**src/hdl/prcf_pkg.sv**
```systemverilog
// Package for the pitch/roll complementary filter.
// Holds the shared widths, register codes, sequencer states and the CORDIC step table.
// No dependencies.
package prcf_pkg;

    localparam int SAMPLE_BITS       = 16;
    localparam int ANGLE_FRAC_BITS   = 16;
    localparam int CORDIC_ITERATIONS = 16;

    localparam int TABLE_FRAC  = 24;
    localparam int TABLE_LEN   = 24;
    localparam int GUARD_BITS  = 16;
    localparam int WEIGHT_FRAC = 16;

    localparam int ANGLE_W    = 32;
    localparam int GAIN_W     = 16;
    localparam int WEIGHT_W   = 17;
    localparam int MAG_LIM_W  = 17;
    localparam int CFG_DATA_W = 17;
    localparam int CFG_IDX_W  = 2;

    localparam int N_ITER = (CORDIC_ITERATIONS < TABLE_LEN) ? CORDIC_ITERATIONS : TABLE_LEN;
    localparam int ITER_W = $clog2(TABLE_LEN);

    // CORDIC datapath: scaled samples plus headroom for the fold and gain growth
    localparam int XY_W  = SAMPLE_BITS + GUARD_BITS + 3;
    localparam int Z_W   = TABLE_FRAC + 11;
    localparam int RSH   = TABLE_FRAC - ANGLE_FRAC_BITS;
    localparam int ACC_W = ANGLE_FRAC_BITS + 11;
    localparam int MAG_W = SAMPLE_BITS + 2;

    // shared multiplier
    localparam int MUL_A_W = ANGLE_W + 2;
    localparam int MUL_B_W = WEIGHT_W + 1;
    localparam int PROD_W  = MUL_A_W + MUL_B_W;
    localparam int SUM_W   = PROD_W + 1;

    localparam logic [GAIN_W-1:0]    GYRO_GAIN_RST   = GAIN_W'(10);
    localparam logic [WEIGHT_W-1:0]  ACCEL_WEIGHT_RST = WEIGHT_W'(1311);
    localparam logic [MAG_LIM_W-1:0] MAG_LOW_RST     = MAG_LIM_W'(8192);
    localparam logic [MAG_LIM_W-1:0] MAG_HIGH_RST    = MAG_LIM_W'(32768);

    localparam logic signed [Z_W-1:0] Z_HALF_TURN = Z_W'(longint'(180) << TABLE_FRAC);
    localparam logic signed [Z_W-1:0] Z_ROUND     = Z_W'((longint'(1) << RSH) >> 1);

    typedef enum logic [CFG_IDX_W-1:0] {
        REG_GYRO_GAIN,
        REG_ACCEL_WEIGHT,
        REG_MAG_LOW,
        REG_MAG_HIGH
    } cfg_reg_t;

    typedef enum logic [3:0] {
        ST_IDLE,
        ST_GYRO_MUL,
        ST_GYRO_ADD,
        ST_CHECK,
        ST_CORDIC_INIT,
        ST_CORDIC_ITER,
        ST_ROUND,
        ST_BLEND_MUL,
        ST_BLEND_ADD,
        ST_DONE
    } state_t;

    // atan(2^-i) in degrees, Q24
    function automatic logic signed [Z_W-1:0] atan_step(input logic [ITER_W-1:0] idx);
        logic signed [Z_W-1:0] v;
        unique case (idx)
            ITER_W'(0):  v = Z_W'(754974720);
            ITER_W'(1):  v = Z_W'(445687602);
            ITER_W'(2):  v = Z_W'(235489088);
            ITER_W'(3):  v = Z_W'(119537938);
            ITER_W'(4):  v = Z_W'(60000934);
            ITER_W'(5):  v = Z_W'(30029717);
            ITER_W'(6):  v = Z_W'(15018523);
            ITER_W'(7):  v = Z_W'(7509720);
            ITER_W'(8):  v = Z_W'(3754917);
            ITER_W'(9):  v = Z_W'(1877466);
            ITER_W'(10): v = Z_W'(938734);
            ITER_W'(11): v = Z_W'(469367);
            ITER_W'(12): v = Z_W'(234684);
            ITER_W'(13): v = Z_W'(117342);
            ITER_W'(14): v = Z_W'(58671);
            ITER_W'(15): v = Z_W'(29335);
            ITER_W'(16): v = Z_W'(14668);
            ITER_W'(17): v = Z_W'(7334);
            ITER_W'(18): v = Z_W'(3667);
            ITER_W'(19): v = Z_W'(1833);
            ITER_W'(20): v = Z_W'(917);
            ITER_W'(21): v = Z_W'(458);
            ITER_W'(22): v = Z_W'(229);
            ITER_W'(23): v = Z_W'(115);
            default:     v = '0;
        endcase
        return v;
    endfunction

endpackage

```
**src/hdl/prcf_if.sv**
```systemverilog
// Item channels of the pitch/roll complementary filter: IMU sample in, angle result out.
// Depends on prcf_pkg.
interface prcf_sample_if;
    logic                                      valid;
    logic                                      ready;
    logic signed [prcf_pkg::SAMPLE_BITS-1:0]   accel_x;
    logic signed [prcf_pkg::SAMPLE_BITS-1:0]   accel_y;
    logic signed [prcf_pkg::SAMPLE_BITS-1:0]   accel_z;
    logic signed [prcf_pkg::SAMPLE_BITS-1:0]   gyro_x;
    logic signed [prcf_pkg::SAMPLE_BITS-1:0]   gyro_y;

    modport source (output valid, accel_x, accel_y, accel_z, gyro_x, gyro_y, input ready);
    modport sink   (input valid, accel_x, accel_y, accel_z, gyro_x, gyro_y, output ready);
endinterface

interface prcf_result_if;
    logic                                  valid;
    logic                                  ready;
    logic signed [prcf_pkg::ANGLE_W-1:0]   pitch_out;
    logic signed [prcf_pkg::ANGLE_W-1:0]   roll_out;
    logic                                  accel_applied;

    modport source (output valid, pitch_out, roll_out, accel_applied, input ready);
    modport sink   (input valid, pitch_out, roll_out, accel_applied, output ready);
endinterface

```
**src/hdl/pitch_roll_complementary_filter_core.sv**
```systemverilog
// Pitch/roll complementary filter: top level with sequencer, shared multiplier and CORDIC.
// Depends on prcf_pkg and the channel interfaces in prcf_if.sv.
//
// Usage:
//   sample : sink of IMU items (accel x/y/z, gyro x/y), valid/ready handshake.
//   result : source of one item per sample (pitch, roll, correction flag).
//   cfg_we/cfg_index/cfg_data : register writes, taken on any edge with cfg_we high;
//   write only while no item is in flight.
// Sequencing:
//   no correction  : result valid and sample.ready rise at the same edge.
//   with correction: two atan2 runs of 16 CORDIC steps each on one shift/add
//   datapath, one step per cycle, plus a multiply and an add per angle on the
//   shared multiplier and adder.
//   An atan2 of zero by zero skips its CORDIC run.
//   One item is worked at a time; sample.ready is high only while idle.
// The result sits in an output register, so the next item is taken while a result
// waits; if the receiver stalls for a whole item, the finished item holds in the
// sequencer until the output register frees.
// Reset clears both angles to zero, loads the register defaults and empties the
// output register.
module pitch_roll_complementary_filter_core (
    input  logic                              clk,
    input  logic                              rst_n,
    input  logic                              cfg_we,
    input  logic [prcf_pkg::CFG_IDX_W-1:0]    cfg_index,
    input  logic [prcf_pkg::CFG_DATA_W-1:0]   cfg_data,
    prcf_sample_if.sink                       sample,
    prcf_result_if.source                     result
);

    localparam int AW = prcf_pkg::ANGLE_W;
    localparam int SW = prcf_pkg::SAMPLE_BITS;

    // config
    logic [prcf_pkg::GAIN_W-1:0]    gain_reg;
    logic [prcf_pkg::WEIGHT_W-1:0]  weight_reg;
    logic [prcf_pkg::MAG_LIM_W-1:0] mag_low_reg;
    logic [prcf_pkg::MAG_LIM_W-1:0] mag_high_reg;

    // control
    prcf_pkg::state_t                state_reg, state_next;
    logic [prcf_pkg::ITER_W-1:0]     iter_reg, iter_next;
    logic                            roll_sel_reg, roll_sel_next;
    logic                            applied_reg, applied_next;
    logic signed [AW-1:0]            pitch_reg, pitch_next;
    logic signed [AW-1:0]            roll_reg, roll_next;
    logic                            res_valid_reg, res_valid_next;

    // datapath payload
    logic signed [SW-1:0]                   ax_reg, ay_reg, az_reg, gx_reg, gy_reg;
    logic signed [prcf_pkg::XY_W-1:0]       x_reg, x_next, y_reg, y_next;
    logic signed [prcf_pkg::Z_W-1:0]        z_reg, z_next;
    logic signed [prcf_pkg::ACC_W-1:0]      acc_reg, acc_next;
    logic signed [prcf_pkg::PROD_W-1:0]     prod_reg, prod_next;
    logic signed [AW-1:0]                   res_pitch_reg, res_roll_reg;
    logic                                   res_applied_reg;

    logic                                   take;
    logic                                   load_res;
    logic signed [AW-1:0]                   angle_sel;
    logic signed [prcf_pkg::MUL_A_W-1:0]    mul_a;
    logic signed [prcf_pkg::MUL_B_W-1:0]    mul_b;
    logic signed [prcf_pkg::SUM_W-1:0]      addend;
    logic signed [prcf_pkg::SUM_W-1:0]      sum;
    logic signed [AW-1:0]                   sum_sat;
    logic [prcf_pkg::MAG_W-1:0]             mag;
    logic                                   mag_ok;
    logic signed [SW-1:0]                   cy_in;
    logic signed [prcf_pkg::XY_W-1:0]       cy_scaled, cx_scaled;
    logic signed [prcf_pkg::XY_W-1:0]       x_sh, y_sh;
    logic signed [prcf_pkg::Z_W-1:0]        z_rounded;

    function automatic logic [SW:0] abs_ext(input logic signed [SW-1:0] v);
        logic signed [SW:0] e;
        e = (SW+1)'(v);
        return e[SW] ? (SW+1)'(-e) : (SW+1)'(e);
    endfunction

    assign sample.ready         = (state_reg == prcf_pkg::ST_IDLE);
    assign take                 = sample.valid && sample.ready;
    assign result.valid         = res_valid_reg;
    assign result.pitch_out     = res_pitch_reg;
    assign result.roll_out      = res_roll_reg;
    assign result.accel_applied = res_applied_reg;

    assign angle_sel = roll_sel_reg ? roll_reg : pitch_reg;

    // shared multiplier: gyro increment or blend step
    always_comb
    begin
        if (state_reg == prcf_pkg::ST_GYRO_MUL)
        begin
            mul_a = roll_sel_reg ? -prcf_pkg::MUL_A_W'(gy_reg) : prcf_pkg::MUL_A_W'(gx_reg);
            mul_b = prcf_pkg::MUL_B_W'({1'b0, gain_reg});
        end
        else
        begin
            mul_a = prcf_pkg::MUL_A_W'(acc_reg) - prcf_pkg::MUL_A_W'(angle_sel);
            mul_b = prcf_pkg::MUL_B_W'({1'b0, weight_reg});
        end
        prod_next = mul_a * mul_b;
    end

    // shared adder with saturation to the angle width
    always_comb
    begin
        if (state_reg == prcf_pkg::ST_BLEND_ADD)
            addend = prcf_pkg::SUM_W'(prod_reg >>> prcf_pkg::WEIGHT_FRAC);
        else
            addend = prcf_pkg::SUM_W'(prod_reg);
        sum = prcf_pkg::SUM_W'(angle_sel) + addend;
        if (sum[prcf_pkg::SUM_W-1:AW-1] == '0 || sum[prcf_pkg::SUM_W-1:AW-1] == '1)
            sum_sat = sum[AW-1:0];
        else if (sum[prcf_pkg::SUM_W-1])
            sum_sat = {1'b1, {(AW-1){1'b0}}};
        else
            sum_sat = {1'b0, {(AW-1){1'b1}}};
    end

    assign mag = prcf_pkg::MAG_W'(abs_ext(ax_reg)) + prcf_pkg::MAG_W'(abs_ext(ay_reg))
               + prcf_pkg::MAG_W'(abs_ext(az_reg));
    assign mag_ok = (mag > prcf_pkg::MAG_W'(mag_low_reg)) && (mag < prcf_pkg::MAG_W'(mag_high_reg));

    // CORDIC operands
    assign cy_in     = roll_sel_reg ? ax_reg : ay_reg;
    assign cy_scaled = prcf_pkg::XY_W'(cy_in) <<< prcf_pkg::GUARD_BITS;
    assign cx_scaled = prcf_pkg::XY_W'(az_reg) <<< prcf_pkg::GUARD_BITS;
    assign x_sh      = x_reg >>> iter_reg;
    assign y_sh      = y_reg >>> iter_reg;
    assign z_rounded = (z_reg + prcf_pkg::Z_ROUND) >>> prcf_pkg::RSH;

    assign load_res = (state_reg == prcf_pkg::ST_DONE) && (!res_valid_reg || result.ready);

    always_comb
    begin
        state_next     = state_reg;
        iter_next      = iter_reg;
        roll_sel_next  = roll_sel_reg;
        applied_next   = applied_reg;
        pitch_next     = pitch_reg;
        roll_next      = roll_reg;
        x_next         = x_reg;
        y_next         = y_reg;
        z_next         = z_reg;
        acc_next       = acc_reg;
        res_valid_next = res_valid_reg;
        if (load_res)
            res_valid_next = 1'b1;
        else if (result.ready)
            res_valid_next = 1'b0;

        unique case (state_reg)
            prcf_pkg::ST_IDLE:
            begin
                if (take)
                begin
                    roll_sel_next = 1'b0;
                    state_next    = prcf_pkg::ST_GYRO_MUL;
                end
            end
            prcf_pkg::ST_GYRO_MUL:
                state_next = prcf_pkg::ST_GYRO_ADD;
            prcf_pkg::ST_GYRO_ADD:
            begin
                if (roll_sel_reg)
                begin
                    roll_next     = sum_sat;
                    roll_sel_next = 1'b0;
                    state_next    = prcf_pkg::ST_CHECK;
                end
                else
                begin
                    pitch_next    = sum_sat;
                    roll_sel_next = 1'b1;
                    state_next    = prcf_pkg::ST_GYRO_MUL;
                end
            end
            prcf_pkg::ST_CHECK:
            begin
                applied_next = mag_ok;
                state_next   = mag_ok ? prcf_pkg::ST_CORDIC_INIT : prcf_pkg::ST_DONE;
            end
            prcf_pkg::ST_CORDIC_INIT:
            begin
                iter_next = '0;
                if (cy_in == '0 && az_reg == '0)
                begin
                    // atan2(0,0) taken as zero
                    acc_next   = '0;
                    state_next = prcf_pkg::ST_BLEND_MUL;
                end
                else
                begin
                    if (az_reg < 0)
                    begin
                        // fold into the right half-plane, start from +/-180
                        x_next = -cx_scaled;
                        y_next = -cy_scaled;
                        z_next = (cy_in >= 0) ? prcf_pkg::Z_HALF_TURN : -prcf_pkg::Z_HALF_TURN;
                    end
                    else
                    begin
                        x_next = cx_scaled;
                        y_next = cy_scaled;
                        z_next = '0;
                    end
                    state_next = prcf_pkg::ST_CORDIC_ITER;
                end
            end
            prcf_pkg::ST_CORDIC_ITER:
            begin
                if (!y_reg[prcf_pkg::XY_W-1])
                begin
                    x_next = x_reg + y_sh;
                    y_next = y_reg - x_sh;
                    z_next = z_reg + prcf_pkg::atan_step(iter_reg);
                end
                else
                begin
                    x_next = x_reg - y_sh;
                    y_next = y_reg + x_sh;
                    z_next = z_reg - prcf_pkg::atan_step(iter_reg);
                end
                if (iter_reg == prcf_pkg::ITER_W'(prcf_pkg::N_ITER - 1))
                    state_next = prcf_pkg::ST_ROUND;
                else
                    iter_next = iter_reg + prcf_pkg::ITER_W'(1);
            end
            prcf_pkg::ST_ROUND:
            begin
                acc_next   = z_rounded[prcf_pkg::ACC_W-1:0];
                state_next = prcf_pkg::ST_BLEND_MUL;
            end
            prcf_pkg::ST_BLEND_MUL:
                state_next = prcf_pkg::ST_BLEND_ADD;
            prcf_pkg::ST_BLEND_ADD:
            begin
                if (roll_sel_reg)
                begin
                    roll_next  = sum_sat;
                    state_next = prcf_pkg::ST_DONE;
                end
                else
                begin
                    pitch_next    = sum_sat;
                    roll_sel_next = 1'b1;
                    state_next    = prcf_pkg::ST_CORDIC_INIT;
                end
            end
            prcf_pkg::ST_DONE:
            begin
                if (load_res)
                    state_next = prcf_pkg::ST_IDLE;
            end
            default:
                state_next = prcf_pkg::ST_IDLE;
        endcase
    end

    always_ff @(posedge clk or negedge rst_n)
    begin
        if (!rst_n)
        begin
            state_reg     <= prcf_pkg::ST_IDLE;
            iter_reg      <= '0;
            roll_sel_reg  <= 1'b0;
            applied_reg   <= 1'b0;
            pitch_reg     <= '0;
            roll_reg      <= '0;
            res_valid_reg <= 1'b0;
        end
        else
        begin
            state_reg     <= state_next;
            iter_reg      <= iter_next;
            roll_sel_reg  <= roll_sel_next;
            applied_reg   <= applied_next;
            pitch_reg     <= pitch_next;
            roll_reg      <= roll_next;
            res_valid_reg <= res_valid_next;
        end
    end

    always_ff @(posedge clk or negedge rst_n)
    begin
        if (!rst_n)
        begin
            gain_reg     <= prcf_pkg::GYRO_GAIN_RST;
            weight_reg   <= prcf_pkg::ACCEL_WEIGHT_RST;
            mag_low_reg  <= prcf_pkg::MAG_LOW_RST;
            mag_high_reg <= prcf_pkg::MAG_HIGH_RST;
        end
        else if (cfg_we)
        begin
            unique case (prcf_pkg::cfg_reg_t'(cfg_index))
                prcf_pkg::REG_GYRO_GAIN:    gain_reg     <= cfg_data[prcf_pkg::GAIN_W-1:0];
                prcf_pkg::REG_ACCEL_WEIGHT: weight_reg   <= cfg_data[prcf_pkg::WEIGHT_W-1:0];
                prcf_pkg::REG_MAG_LOW:      mag_low_reg  <= cfg_data[prcf_pkg::MAG_LIM_W-1:0];
                prcf_pkg::REG_MAG_HIGH:     mag_high_reg <= cfg_data[prcf_pkg::MAG_LIM_W-1:0];
                default:                    gain_reg     <= gain_reg;
            endcase
        end
    end

    always_ff @(posedge clk)
    begin
        if (take)
        begin
            ax_reg <= sample.accel_x;
            ay_reg <= sample.accel_y;
            az_reg <= sample.accel_z;
            gx_reg <= sample.gyro_x;
            gy_reg <= sample.gyro_y;
        end
        x_reg    <= x_next;
        y_reg    <= y_next;
        z_reg    <= z_next;
        acc_reg  <= acc_next;
        prod_reg <= prod_next;
        if (load_res)
        begin
            res_pitch_reg   <= pitch_reg;
            res_roll_reg    <= roll_reg;
            res_applied_reg <= applied_reg;
        end
    end

    // one item in flight at a time
    assert property (@(posedge clk) disable iff (!rst_n)
        take |=> !sample.ready)
        else $error("sample taken while an item is in flight");

    assert property (@(posedge clk) disable iff (!rst_n)
        state_reg == prcf_pkg::ST_CORDIC_ITER |-> iter_reg < prcf_pkg::ITER_W'(prcf_pkg::N_ITER))
        else $error("CORDIC step count overran");

    assert property (@(posedge clk) disable iff (!rst_n)
        $rose(result.valid) |-> $past(state_reg) == prcf_pkg::ST_DONE)
        else $error("result raised outside the finishing state");

    assert property (@(posedge clk) disable iff (!rst_n)
        result.valid && result.accel_applied |-> mag_low_reg < mag_high_reg)
        else $error("correction flagged with an empty magnitude window");

    assert property (@(posedge clk) disable iff (!rst_n)
        result.valid && !result.ready |=> $stable(result.pitch_out) && $stable(result.roll_out))
        else $error("waiting result changed");

endmodule

```
**src/flat_wrapper.sv**
```systemverilog
// flat-port wrapper written by rule: the top's interface ports become plain ports
module pitch_roll_complementary_filter_core_flat 
  (clk, rst_n, cfg_we, cfg_index, cfg_data, sample_valid, sample_accel_x, sample_accel_y, sample_accel_z, sample_gyro_x, sample_gyro_y, sample_ready, result_valid, result_pitch_out, result_roll_out, result_accel_applied, result_ready);
  prcf_sample_if sample_i ();
  prcf_result_if result_i ();
  input  logic clk;
  input  logic rst_n;
  input  logic cfg_we;
  input  logic [prcf_pkg::CFG_IDX_W-1:0] cfg_index;
  input  logic [prcf_pkg::CFG_DATA_W-1:0] cfg_data;
  input wire logic [$bits(sample_i.valid)-1:0] sample_valid;
  input wire logic [$bits(sample_i.accel_x)-1:0] sample_accel_x;
  input wire logic [$bits(sample_i.accel_y)-1:0] sample_accel_y;
  input wire logic [$bits(sample_i.accel_z)-1:0] sample_accel_z;
  input wire logic [$bits(sample_i.gyro_x)-1:0] sample_gyro_x;
  input wire logic [$bits(sample_i.gyro_y)-1:0] sample_gyro_y;
  output wire logic [$bits(sample_i.ready)-1:0] sample_ready;
  output wire logic [$bits(result_i.valid)-1:0] result_valid;
  output wire logic [$bits(result_i.pitch_out)-1:0] result_pitch_out;
  output wire logic [$bits(result_i.roll_out)-1:0] result_roll_out;
  output wire logic [$bits(result_i.accel_applied)-1:0] result_accel_applied;
  input wire logic [$bits(result_i.ready)-1:0] result_ready;
  assign sample_i.valid = sample_valid;
  assign sample_i.accel_x = sample_accel_x;
  assign sample_i.accel_y = sample_accel_y;
  assign sample_i.accel_z = sample_accel_z;
  assign sample_i.gyro_x = sample_gyro_x;
  assign sample_i.gyro_y = sample_gyro_y;
  assign sample_ready = sample_i.ready;
  assign result_valid = result_i.valid;
  assign result_pitch_out = result_i.pitch_out;
  assign result_roll_out = result_i.roll_out;
  assign result_accel_applied = result_i.accel_applied;
  assign result_i.ready = result_ready;
  pitch_roll_complementary_filter_core u_core (.clk(clk), .rst_n(rst_n), .cfg_we(cfg_we), .cfg_index(cfg_index), .cfg_data(cfg_data), .sample(sample_i), .result(result_i));
endmodule
```
**config.mk**
```make
export PLATFORM = sky130hd
export DESIGN_NAME = pitch_roll_complementary_filter_core_flat
export DESIGN_NICKNAME = d
export VERILOG_FILES = /design/src/hdl/prcf_pkg.sv /design/src/hdl/prcf_if.sv /design/src/hdl/pitch_roll_complementary_filter_core.sv /design/src/flat_wrapper.sv
export SDC_FILE = /design/constraint.sdc
export NUM_CORES = 2
export LEC_CHECK = 0
export ABC_AREA = 1
export BUFFER_PORTS_ARGS = -buffer_cell sky130_fd_sc_hd__buf_2
export CORE_AREA = 2 2 309 311
export CTS_BUF_LIST = sky130_fd_sc_hd__clkbuf_4
export DETAILED_ROUTE_END_ITERATION = 10
export DIE_AREA = 0 0 311 313
export PLACE_DENSITY = 0.82
export SLEW_MARGIN = 0
export SYNTH_ARGS = -nofsm -noshare
export SYNTH_HDL_FRONTEND = slang
export SYNTH_SLANG_ARGS = --single-unit
```
**constraint.sdc**
```tcl
create_clock -name clk -period 20.1 [get_ports clk]
set_input_delay 3.015 -clock clk [delete_from_list [all_inputs] [get_ports clk]]
set_output_delay 3.015 -clock clk [all_outputs]
set_load 0.01 [all_outputs]
```
Word level (Yosys, flattened, before mapping). Memory sizes are Yosys's and may differ from the RTL's. Cells that the tools add are included.

Input port bits: 104. Bits in registers: 472. Bits in read-only memories: 1920. Memories kept: 2.

Memories: (no name shown) (depth 32, width 30, rd ports 1, clocked after memory_dff 0, wr ports 0, line prcf_pkg.sv:69) `unique case (idx)`; (no name shown) (depth 32, width 30, rd ports 1, clocked after memory_dff 0, wr ports 0, line prcf_pkg.sv:69).

Equality and inequality tests: 20. Reduce and logical (&&, ||, !) cells: 28. Add/sub/neg operators: 18. Shift operators: 2. Muxes and demuxes: 45. $lt $le $gt $ge: 4. Multipliers: 1. Bitwise gates (word level): 1.

Operator list (number): two-way mux 35 bit (14); case mux 35 bit (2 select lines) (3); adder 35 bit (3); subtractor 35 bit (3); two-way mux 32 bit (3); negator 32 -> 35 bit (2); >>> shifter 35 x 5 -> 35 bit (2); two-way mux 17 bit (4); two-way mux 34 bit (2); case mux 27 bit (2 select lines) (1); adder 32 x 52 -> 53 bit (1); multiplier 34 x 18 -> 52 bit (1); two-way mux 51 bit (1); negator 16 -> 17 bit (3); case mux 4 bit (10 select lines) (1); adder 35 x 9 -> 35 bit, second input constant (1); negator 16 -> 34 bit (1); subtractor 27 x 32 -> 33 bit (1); zero test 16 bit (2); two-way mux 27 bit (1); == test 22 bit, second input constant (1); zero test 22 bit (1); two-way mux 4 bit (5); AND reduction 2 bit (10); 32 further kinds (52).

Longest topological paths before layout.
Depth in word-level cells: 8. Depth in mapped cells: 47.

Least setup slack after synthesis. No wires, ideal clock.

Kind: reg-to-reg. Start: reg u_core.roll_sel_reg. End: reg u_core.x_reg[0] (netlist name), enable pin. Clock period less this slack: 9.936 ns. Required time: 19.377 ns. Stages on the path, launching flop included: 13. Setup slack: 10.164 ns. Arrival: 9.213 ns. Buffers on the path: 1. Cell sequence: dfrtp_1 -> clkbuf_1 -> nand2_1 -> o21ai_0 -> inv_1 -> ha_1 -> inv_1 -> nor3_1 -> nand2_1 -> nor3_1 -> nand3_1 -> nor3_1 -> o31ai_1.

Longest elaborated chain between the ends: 5.

Ends and longest elaborated chain: from (decl) (line pitch_roll_complementary_filter_core.sv:43) `logic roll_sel_reg, roll_sel_next;`; from (signal assigned) (line pitch_roll_complementary_filter_core.sv:276) `roll_sel_reg <= roll_sel_next;`; two-way mux 16 bit (line pitch_roll_complementary_filter_core.sv:125) `assign cy_in = roll_sel_reg ? ax_reg : ay_reg;`; zero test 16 bit (line pitch_roll_complementary_filter_core.sv:186) `if (cy_in == '0 && az_reg == '0)`; logical AND 1 bit (line pitch_roll_complementary_filter_core.sv:186); inequality test 2 bit (no source line); AND reduction 2 bit (no source line); to (signal assigned) (line pitch_roll_complementary_filter_core.sv:315) `x_reg <= x_next;`; to (decl) (line pitch_roll_complementary_filter_core.sv:51) `logic signed [prcf_pkg::XY_W-1:0] x_reg, x_next, y_reg, y_next;`.

Every way passes these cells. A chain may end at the register's enable or synchronous reset.

Worst setup path in the final report.
Start: reg u_core.roll_sel_reg. End: reg u_core.prod_reg[48] (netlist name).

Longest elaborated chain between the ends: 4.

Ends and longest elaborated chain: two-way mux 32 bit (line pitch_roll_complementary_filter_core.sv:86) `assign angle_sel = roll_sel_reg ? roll_reg : pitch_reg;`; subtractor 27 x 32 -> 33 bit (line pitch_roll_complementary_filter_core.sv:98) `mul_a = prcf_pkg::MUL_A_W'(acc_reg) - prcf_pkg::MUL_A_W'(angle_sel);`; two-way mux 34 bit (*) (line pitch_roll_complementary_filter_core.sv:91) `if (state_reg == prcf_pkg::ST_GYRO_MUL)`; multiplier 34 x 18 -> 52 bit (*) (line pitch_roll_complementary_filter_core.sv:101) `prod_next = mul_a * mul_b;`; named net u_core.prod_next (one bit) (line pitch_roll_complementary_filter_core.sv:54) `logic signed [prcf_pkg::PROD_W-1:0] prod_reg, prod_next;`; to (signal assigned) (line pitch_roll_complementary_filter_core.sv:319) `prod_reg <= prod_next;`; to (decl) (line pitch_roll_complementary_filter_core.sv:54).

The timed path passes the listed nets; every way through them passes the cells marked *.

==> metrics.md <==
| Metric | Value |
|---|---|
| Slowest stage cell, crit path | `inv_2` |
| Arr. time, crit path | `11170 ps` |
| DRC viols | `0` |
| Vias in the first global route | `57900` |
| Number of flops mapped to enable cells by yosys | `277` |
| H-tree levels | `4` |
| Worst min path class | `reg2reg` |
| CTS sink cnt | `472` |
| Die Width | `311 um` |
| P&R area growth vs syn | `5.94%` |
| Number of max-cap violations | `0` |
| Post-Route M1 WL | `76500 um` |
| Most frequent cell after synthesis | `nand2_1` |
| Rel. slew slack | `0.146` |
| GRT Overall Usage | `0.438` |
| Iter 0 DRT Violations | `6801` |
| I/O pin total | `171` |
| WHS Path Cells | `0` |
| Top cells by count, synth | `nand2_1, inv_1, nor2_1` |
| Startpoint Class | `flip-flop` |
| R2R Setup Slk | `9900 ps` |
| Synth Register Bits | `472` |
| Largest family of logic cells by synthesized area | `adder cells` |
| Ranking of synthesized cells by area | `fa_1, nand2_1, edfxtp_1` |
| Worst-case clock buffer depth | `3` |
| Critical Path End Type | `flip-flop` |
| R2r worst-path depth | `31` |
| Status | `finished, final reports clean` |
| Clock Pin Slew Worst Setup and Hold Paths | `70 ps` |
| Global-route wire length before repair | `328000 um` |
| WL/cell | `21.5 um` |
| Starting Density | `0.644` |
| DRT Pass-1 Iters | `7` |
| RR Startpoint | `u_core.roll_sel_reg` |
| TritonCTS clock tree | `built` |
| Hold path endpoint | `u_core.result.pitch_out[12]` |
| Remaining antenna violation count | `0` |
| Fin crit period | `10200 ps` |
| Final #Nets | `9605` |
| Achievable Freq | `0.0981 GHz` |
| Post-synthesis mux area share | `0.000660` |
| Final wirelength | `213000 um` |
| Simple-gate area share of the yosys netlist | `0.259` |
| Synth Area in Compound Gates | `0.110` |
| Row cnt | `113` |
| Cell count after synthesis | `8433` |
| Setup violations, final | `0` |
| Core area | `94200 um^2` |
| Initial antenna violation count | `10` |
| Hold buffers post-CTS | `0` |
| Pin count of the biggest net entering global routing | `92` |
| HP Start | `u_core.pitch_reg[12]` |
| Syn Area/Cell | `7.19 um^2` |
| Die Y-Extent | `313 um` |
| Final core utilization | `0.682` |
| DR top layer | `met5` |
| Yosys top cell area share | `0.190` |
| CTS buffer count | `135` |
| Synth Area in Adders | `0.267` |
| Die ar. | `97300 um^2` |
| Vias | `58800` |
| Critical path fanouts, max | `62` |
| Fin. Hold Viols | `0` |
| Setup TNS | `0 ps` |
| Yosys warnings | `0` |
| Worst Tran Pin Value | `1270 ps` |
| Met3 wire len | `21400 um` |
| Post-synthesis sequential area ratio | `0.214` |
| Clock root buffer | `clkbuf_4` |
| Yosys cell types | `73` |
| IO buf count | `170` |
| Top FF cell, synth | `edfxtp_1` |
| Vias per cell | `5.92` |
| Synth async-reset ratio | `0.303` |
| Layout cells sized above 1 | `0.0745` |
| GP Congestion | `1.05` |
| Netlist area before placement | `60600 um^2` |
| Worst Path Required | `21070 ps` |
| Cell Count, Final, Fillers Out | `9932` |
| RSZ-0062 raised after global routing | `no` |
| Setup CP Type | `reg2reg` |
| Dpl hpwl | `172000 um` |
| Inst Count DP | `9678` |
| Xor/xnor share of the synthesized area | `0.0373` |
| Period utilization | `0.507` |
| Remaining global-route overflow | `0` |
| CP max stage delay | `710 ps` |
| Largest area contributor in the synthesized netlist | `fa_1` |
| R2R Path End | `u_core.prod_reg[48]` |
| Post CTS Setup Buffer Count | `0` |
| Slew Limit Fails | `0` |
| Max reg flops | `52` |
| DR WL met2 | `95500 um` |
| CTS resizes | `0` |
| Worst skew pair latency | `1080 ps` |
| Final Skew | `77.4 ps` |
## critical path: cells and delay by family, from the launching register on
| kind | cells | cell delay [ps] |
|---|---|---|
| AOI/OAI and AO/OA | 6 | 2210 |
| xor gates and xnor gates | 2 | 370 |
| adders and majority gates | 8 | 4000 |
| buffers and inverters | 5 | 1330 |
| DFF | 1 | 410 |
| and+or+nand+nor | 10 | 1810 |
## worst max path at each step
| stage | slack [ps] | cells past startpoint | endpoint | startpoint |
|---|---|---|---|---|
| final | 9900 | 31 | u_core.prod_reg[48] | u_core.roll_sel_reg |
| after global routing | 9420 | 35 | u_core.prod_reg[49] | u_core.roll_sel_reg |
| after CTS | 10190 | 33 | u_core.prod_reg[48] | u_core.roll_sel_reg |
| after detailed placement | 10150 | 33 | u_core.prod_reg[48] | u_core.roll_sel_reg |
| after global placement | 10390 | 31 | u_core.prod_reg[48] | u_core.roll_sel_reg |
| after floorplan | 10160 | 12 | u_core.x_reg[0] | u_core.roll_sel_reg |
## logic make-up (layout without fill, tap and decap cells)
family	count (synthesis)	after routing
compound gates	1209	1209
xor+xnor	258	258
fa+ha+maj	951	951
buf+inv	1738	1959
flops	472	472
mux	4	4
other cells	1	14
simple gates	3800	3800
## cells in the final DEF (no fill, tap or decap), drive strengths merged, types with 66 or more instances in the layout
master,Yosys,layout
inv,1475,1484
a21oi,417,417
xor2,167,167
edfxtp,277,277
clkbuf,139,189
dfrtp,132,132
o21ai,570,570
nand2,2357,2357
ha,377,377
nor3,87,87
nor2,740,740
buf,111,228
nand3,434,434
xnor2,91,91
nand4,66,66
fa,574,574
## cell type report
cell class | instances | area [um^2]
fill | 8095 | 29900
antenna | 11 | 27.5
inverter | 1488 | 5590
timing repair buffer | 228 | 1290
tap | 1265 | 1580
sequential | 472 | 13000
clock buffer | 189 | 1420
clock inverter | 54 | 388
multi-input combinational | 6225 | 41000
## per-stage QoR
stage / area, um^2 / setup WS, ps / hold slack (ps)
detailed placement: 62400 / 10150 / 463
CTS: 64200 / 10190 / 461
global route: 64200 / 9420 / 489
floorplan: 60600 / 10160 / 426
global placement: 62400 / 10390 / 455
finish: 64200 / 9900 / 472
## layer usage
layer  up-vias  global-route usage
met2      3552               0.695
met1     27300               0.523
met4         6               0.334
met3       964              0.0970
li1      26900                   -
met5         -                   0
Power is left out: the tool's default activity adds up to more than one toggle a clock period on the data nets, which glitch-free logic cannot reach.
